File: src/rtl/core/kas_pkg.sv
// Shared types and constants for the Kepler anomaly solver.
// Holds the datapath command/status structs and elaboration-time constant helpers.
// No dependencies.
package kas_pkg;

  typedef enum logic [4:0] {
    OP_NOP,
    OP_LOAD,
    OP_ROT_INIT,
    OP_ROT_STEP,
    OP_ROT_DONE,
    OP_VEC_INIT,
    OP_VEC_STEP,
    OP_MUL_S,
    OP_MUL_C,
    OP_FD,
    OP_DIV_INIT,
    OP_DIV_STEP,
    OP_UPDATE,
    OP_BETA_DONE,
    OP_SQ_INIT,
    OP_SQ_STEP,
    OP_NU,
    OP_WRAP,
    OP_OUT
  } op_t;

  typedef struct packed {
    op_t  op;
    logic post;   // final phase: beta in place of eccentricity
  } dp_cmd_t;

  typedef struct packed {
    logic loop_done;
  } dp_stat_t;

  localparam logic CFG_TOLERANCE = 1'b0;
  localparam logic CFG_MAX_ITER  = 1'b1;

  localparam int TOL_W      = 21;
  localparam int ITER_W     = 7;
  localparam int ECC_W      = 16;
  localparam int SQRT_STEPS = 32;
  localparam logic [6:0] TOL_RESET  = 7'd0;
  localparam logic [63:0] PI_Q61    = 64'h6487ED5110B4611A;
  localparam logic [63:0] GAIN_Q32  = 64'd2608131497;

  function automatic logic [63:0] round_q61(logic [63:0] v, int frac);
    int sr;
    sr = 61 - frac;
    return (v + (64'd1 << (sr - 1))) >> sr;
  endfunction

  function automatic logic [63:0] pi_fix(int frac);
    return round_q61(PI_Q61, frac);
  endfunction

  function automatic logic [63:0] gain_fix(int frac);
    int sr;
    logic [63:0] t;
    sr = 32 - frac;
    if (frac < 32) begin
      t = (GAIN_Q32 + (64'd1 << (sr - 1))) >> sr;
    end else begin
      t = GAIN_Q32 << (frac - 32);
    end
    return t;
  endfunction

  // atan(2^-i) as an alternating series at 2^-61, rounded to frac bits
  function automatic logic [63:0] atan_fix(int i, int frac);
    logic [63:0] acc;
    logic [63:0] term;
    int ex;
    acc = 64'd0;
    if (i == 0) begin
      acc = round_q61(PI_Q61 >> 2, frac);
    end else begin
      for (int k = 0; k < 62; k++) begin
        ex = 61 - i * (2 * k + 1);
        if (ex >= 0) begin
          term = (64'd1 << ex) / 64'(2 * k + 1);
          if (k % 2 == 1) acc = acc - term;
          else acc = acc + term;
        end
      end
      acc = round_q61(acc, frac);
    end
    return acc;
  endfunction

endpackage

File: src/rtl/core/kas_ctrl.sv
// Sequencer for the Kepler anomaly solver.
// Steps the datapath through Newton iterations and the true-anomaly tail.
// Depends on kas_pkg.
module kas_ctrl #(
  parameter int ROT_STEPS = 32,
  parameter int DIV_STEPS = 32,
  parameter int CW        = 6
) (
  input  logic              clk,
  input  logic              rst_n,
  input  logic              start,
  output logic              busy,
  input  kas_pkg::dp_stat_t stat,
  output kas_pkg::dp_cmd_t  cmd,
  output logic [CW-1:0]     cnt
);

  typedef enum logic [19:0] {
    S_IDLE      = 20'h00001,
    S_ROT_INIT  = 20'h00002,
    S_ROT_STEP  = 20'h00004,
    S_ROT_DONE  = 20'h00008,
    S_MUL_S     = 20'h00010,
    S_MUL_C     = 20'h00020,
    S_FD        = 20'h00040,
    S_DIV_INIT  = 20'h00080,
    S_DIV_STEP  = 20'h00100,
    S_UPDATE    = 20'h00200,
    S_CHECK     = 20'h00400,
    S_SQ_INIT   = 20'h00800,
    S_SQ_STEP   = 20'h01000,
    S_BETA_DONE = 20'h02000,
    S_VEC_INIT  = 20'h04000,
    S_VEC_STEP  = 20'h08000,
    S_NU        = 20'h10000,
    S_WRAP1     = 20'h20000,
    S_WRAP2     = 20'h40000,
    S_OUT       = 20'h80000
  } state_t;

  state_t        state_r, state_nxt;
  logic          post_r, post_nxt;
  logic [CW-1:0] cnt_r, cnt_nxt;
  kas_pkg::op_t  op;

  always_comb begin
    state_nxt = state_r;
    post_nxt  = post_r;
    cnt_nxt   = '0;
    op        = kas_pkg::OP_NOP;
    case (state_r)
      S_IDLE: begin
        if (start) begin
          op        = kas_pkg::OP_LOAD;
          post_nxt  = 1'b0;
          state_nxt = S_ROT_INIT;
        end
      end
      S_ROT_INIT: begin
        op        = kas_pkg::OP_ROT_INIT;
        state_nxt = S_ROT_STEP;
      end
      S_ROT_STEP: begin
        op      = kas_pkg::OP_ROT_STEP;
        cnt_nxt = cnt_r + 1'b1;
        if (cnt_r == CW'(ROT_STEPS - 1)) state_nxt = S_ROT_DONE;
      end
      S_ROT_DONE: begin
        op        = kas_pkg::OP_ROT_DONE;
        state_nxt = S_MUL_S;
      end
      S_MUL_S: begin
        op        = kas_pkg::OP_MUL_S;
        state_nxt = S_MUL_C;
      end
      S_MUL_C: begin
        op        = kas_pkg::OP_MUL_C;
        state_nxt = post_r ? S_VEC_INIT : S_FD;
      end
      S_FD: begin
        op        = kas_pkg::OP_FD;
        state_nxt = S_DIV_INIT;
      end
      S_DIV_INIT: begin
        op        = kas_pkg::OP_DIV_INIT;
        state_nxt = S_DIV_STEP;
      end
      S_DIV_STEP: begin
        op      = kas_pkg::OP_DIV_STEP;
        cnt_nxt = cnt_r + 1'b1;
        if (cnt_r == CW'(DIV_STEPS - 1)) state_nxt = post_r ? S_BETA_DONE : S_UPDATE;
      end
      S_UPDATE: begin
        op        = kas_pkg::OP_UPDATE;
        state_nxt = S_CHECK;
      end
      S_CHECK: begin
        if (stat.loop_done) begin
          post_nxt  = 1'b1;
          state_nxt = S_SQ_INIT;
        end else begin
          state_nxt = S_ROT_INIT;
        end
      end
      S_SQ_INIT: begin
        op        = kas_pkg::OP_SQ_INIT;
        state_nxt = S_SQ_STEP;
      end
      S_SQ_STEP: begin
        op      = kas_pkg::OP_SQ_STEP;
        cnt_nxt = cnt_r + 1'b1;
        if (cnt_r == CW'(kas_pkg::SQRT_STEPS - 1)) state_nxt = S_DIV_INIT;
      end
      S_BETA_DONE: begin
        op        = kas_pkg::OP_BETA_DONE;
        state_nxt = S_ROT_INIT;
      end
      S_VEC_INIT: begin
        op        = kas_pkg::OP_VEC_INIT;
        state_nxt = S_VEC_STEP;
      end
      S_VEC_STEP: begin
        op      = kas_pkg::OP_VEC_STEP;
        cnt_nxt = cnt_r + 1'b1;
        if (cnt_r == CW'(ROT_STEPS - 1)) state_nxt = S_NU;
      end
      S_NU: begin
        op        = kas_pkg::OP_NU;
        state_nxt = S_WRAP1;
      end
      S_WRAP1: begin
        op        = kas_pkg::OP_WRAP;
        state_nxt = S_WRAP2;
      end
      S_WRAP2: begin
        op        = kas_pkg::OP_WRAP;
        state_nxt = S_OUT;
      end
      S_OUT: begin
        op        = kas_pkg::OP_OUT;
        state_nxt = S_IDLE;
      end
      default: state_nxt = S_IDLE;
    endcase
  end

  always_ff @(posedge clk) begin
    if (!rst_n) begin
      state_r <= S_IDLE;
      post_r  <= 1'b0;
      cnt_r   <= '0;
    end else begin
      state_r <= state_nxt;
      post_r  <= post_nxt;
      cnt_r   <= cnt_nxt;
    end
  end

  assign busy     = (state_r != S_IDLE);
  assign cmd.op   = op;
  assign cmd.post = post_r;
  assign cnt      = cnt_r;

endmodule

File: config.mk
export PLATFORM = sky130hd
export DESIGN_NAME = kas_ctrl
export DESIGN_NICKNAME = d
export VERILOG_FILES = /design/src/rtl/core/kas_pkg.sv /design/src/rtl/core/kas_ctrl.sv
export SDC_FILE = /design/constraint.sdc
export NUM_CORES = 1
export LEC_CHECK = 0
export ABC_AREA = 1
export ABC_CLOCK_PERIOD_IN_PS = 1900
export BUFFER_PORTS_ARGS = -buffer_cell sky130_fd_sc_hd__buf_2
export CORE_MARGIN = 4
export CORE_UTILIZATION = 40
export DETAILED_ROUTE_END_ITERATION = 12
export SLEW_MARGIN = 20
export SYNTH_ARGS = -nofsm -noshare
export SYNTH_HDL_FRONTEND = slang
export SYNTH_SLANG_ARGS = --single-unit
File: constraint.sdc
create_clock -name clk -period 1.9 [get_ports clk]
set_input_delay 0.38 -clock clk [delete_from_list [all_inputs] [get_ports clk]]
set_output_delay 0.38 -clock clk [all_outputs]
set_load 0.05 [all_outputs]
==> impl_metrics.json <==
{
  "wl_um": 4960,
  "synth_area_leaders": "dfxtp_1, nand2_1, nor2_1",
  "start_kind": "flop",
  "synthXorXnorAreaFrac_pct": 1.10,
  "grt-ovfl-total": 0,
  "r2r-start": "state_r[9]",
  "clock_latency_ps": 280,
  "dieHeight_um": 71.1,
  "timing.final.crit_share_pct": 115,
  "rrSetupSlack_ps": -100,
  "r2r_end": "state_r[4]",
  "numCtsBuffers": 3,
  "grt_max_degree": 15,
  "ys_seq_elements": 27,
  "crit_path_end": "cmd[5]",
  "cp.arrival_ps": 1810,
  "stdcell_count": 353,
  "synth_edf_count": 0,
  "wl_per_cell_um": 14.1,
  "p_sw_mw": 1.42,
  "path_max_fanout": 3,
  "syn_area_per_cell_um2": 6.83,
  "dr_wl_met2_um": 2530,
  "reg2regPathDepth": 13,
  "slew_violations": 0,
  "synth_compound_area_share_pct": 3.70,
  "combPwrFrac_pct": 67.9,
  "synth_area_um2": 1590,
  "drc_errors": 0,
  "setup_violations": 14,
  "ys_seq_area_share_pct": 34.0,
  "async_flop_share_pct": 0,
  "p_int_mw": 1.64,
  "yosysWarnings": 0,
  "holdPathStages": 3,
  "dp.cells": 331,
  "layout-drive-gt1-share_pct": 48.5,
  "grt_usage_pct": 19.2,
  "die_w_um": 71.1,
  "cts_tree": "yes",
  "numPortBuffers": 16,
  "vdd_drop_max_mv": 0.525,
  "cts.htree.levels": 1,
  "final_nets": 311,
  "grt_pass1_vias": 1694,
  "synthFlopType": "dfxtp_1",
  "grt_pass1_wl_um": 7740,
  "cts-root-buf": "clkbuf_8",
  "hold_path_class": "primary input to flop",
  "gp_congestion": 0.913,
  "routed_via_density": 4.95,
  "status": "complete, but fails checks",
  "diodes": 0,
  "worstMarginPinSlew_ps": 478,
  "die-area_um2": 5050,
  "core_area_um2": 3740,
  "synth_cell_type_count": 33,
  "io-pin-count": 17,
  "wl_met1_um": 2070,
  "cap_violations": 0,
  "cts_sinks": 27,
  "fin_worst_skew_ps": 5.18,
  "netlist_instances": 233,
  "p_clk_share_pct": 10.9,
  "synthSimpleGateAreaFrac_pct": 51.2,
  "cp_data_required_time_ps": 1520,
  "synth_most_common_cell": "nand2_1",
  "min_period_ps": 2190,
  "swShare_pct": 46.5,
  "cp-end-kind": "output pin",
  "fin_ws_ps": -293,
  "drt_iter0_drc": 115,
  "synth_fa_ha_area_share_pct": 0.787,
  "fmax_ghz": 0.456,
  "leakage_nw": 1.22,
  "first_pass_iters": 4,
  "hold_viol": 0,
  "grt_antenna_before_repair": 0,
  "power_density_nw_per_um2": 1230,
  "fillers": 317,
  "initial_core_util_pct": 42.5,
  "seqPwrFrac_pct": 21.2,
  "slew-limit-headroom_pct": 67.9,
  "num_vias": 1747,
  "num_rows": 22,
  "yosysTopAreaCell": "dfxtp_1",
  "wl_met3_um": 215,
  "area.growth.synth_to_final_pct": 55.9,
  "power.total_mw": 3.06,
  "rsz0062_at_grt": "yes",
  "synthTopCellsByCount": "nand2_1, nor2_1, inv_1",
  "worstSetupPathType": "flop to output pin",
  "clockBufferDepth": 2,
  "dpl_worst_slack_ps": -63.2,
  "muxShareOfSynthArea_pct": 0,
  "cts.reportedPaths.clkPinSlew_ps": 90,
  "startpoint": "state_r[9]",
  "synth_nets": 238,
  "violations": "setup timing",
  "place.detailed.hpwl_um": 3220,
  "synth_top_family_by_area": "simple AND/OR/NAND/NOR gates",
  "synth_top_area_share_pct": 34.0,
  "antenna_left": 0,
  "top_layer": "met4"
}
## critical path: stages (launching register included)
cell	delay, ps
dfxtp_4	370
nor2_4	160
nand4_1	190
buf_4	210
buf_6	110
nor2_4	110
o21ai_4	80
nand3b_1	140
buf_6	170
## worst min-delay path by stage
stage | start | end | slack [ps]
2_1_floorplan | rst_n | state_r[0] | 460
3_3_place_gp | cnt[0] | cnt[0] | 440
3_5_place_dp | cnt[0] | cnt[0] | 450
4_1_cts | stat | state_r[11] | 350
5_1_grt | stat | state_r[11] | 360
6_report | stat | state_r[11] | 350
## registers in the layout, summed over array words and instances (netlist names)
signal	flops
post_r	1
state_r	20
cnt	6
## cell families after synthesis
kind of cell / Yosys count
and+or+nand+nor: 158
buffers and inverters: 37
DFF: 27
AOI/OAI and AO/OA: 8
xor gates and xnor gates: 2
adders and majority gates: 1
## what timing repair did
item                       4_1_cts  5_1_grt
gates resized for setup         48       38
setup buffers                   11        8
pin swaps                       18       19
hold buffers                     0        0
setup endpoints to repair        7       19
## cell type report
class                           instances  area (um2)  area share [%]
Multi-Input combinational cell        169        1110            44.7
Timing Repair Buffer                   70         574            23.2
Sequential cell                        27         559            22.6
Inverter                               35         134            5.40
Tap cell                               48        60.1            2.42
Clock buffer                            4        45.0            1.82
## layout by cell type, fill, tap and decap left out, types with 3 or more instances in the layout
cell / instances
buf_2: 10
buf_4: 47
buf_6: 9
clkbuf_8: 3
dfxtp_1: 14
dfxtp_2: 12
inv_1: 31
nand2_1: 40
nand2_2: 6
nand2_4: 5
nand3_1: 11
nand3_2: 9
nand3b_1: 3
nand4_1: 6
nor2_1: 29
nor2_2: 11
nor2_4: 11
nor3_1: 10
nor3_2: 7
## power groups by stage
stage,Clock (mW),Sequential (mW),Combinational [mW]
floorplan,0,0.669,0.991
global placement,0,0.654,1.45
detailed placement,0,0.654,1.46
CTS,0.342,0.645,1.67
global route,0.361,0.656,2.23
finish,0.335,0.648,2.08
## per-layer routing
| metal | GRT usage [%] | vias up |
|---|---|---|
| met4 | 8.14 | 0 |
| met1 | 23.8 | 791 |
| met3 | 3.98 | 22 |
| met2 | 32.1 | 54 |
| met5 | 0 | - |
| li1 | - | 880 |
## metrics by stage
stage	utilization, %	hold slack (ps)	setup TNS, ps	area, um2
floorplan	-	464	0	1590
CTS	61.0	350	-1190	2280
global placement	53.4	443	-138	2000
detailed placement	53.4	455	-123	2000
global route	66.2	362	-3740	2480
finish	66.2	349	-2010	2480
Power figures use the tool's default switching activity.
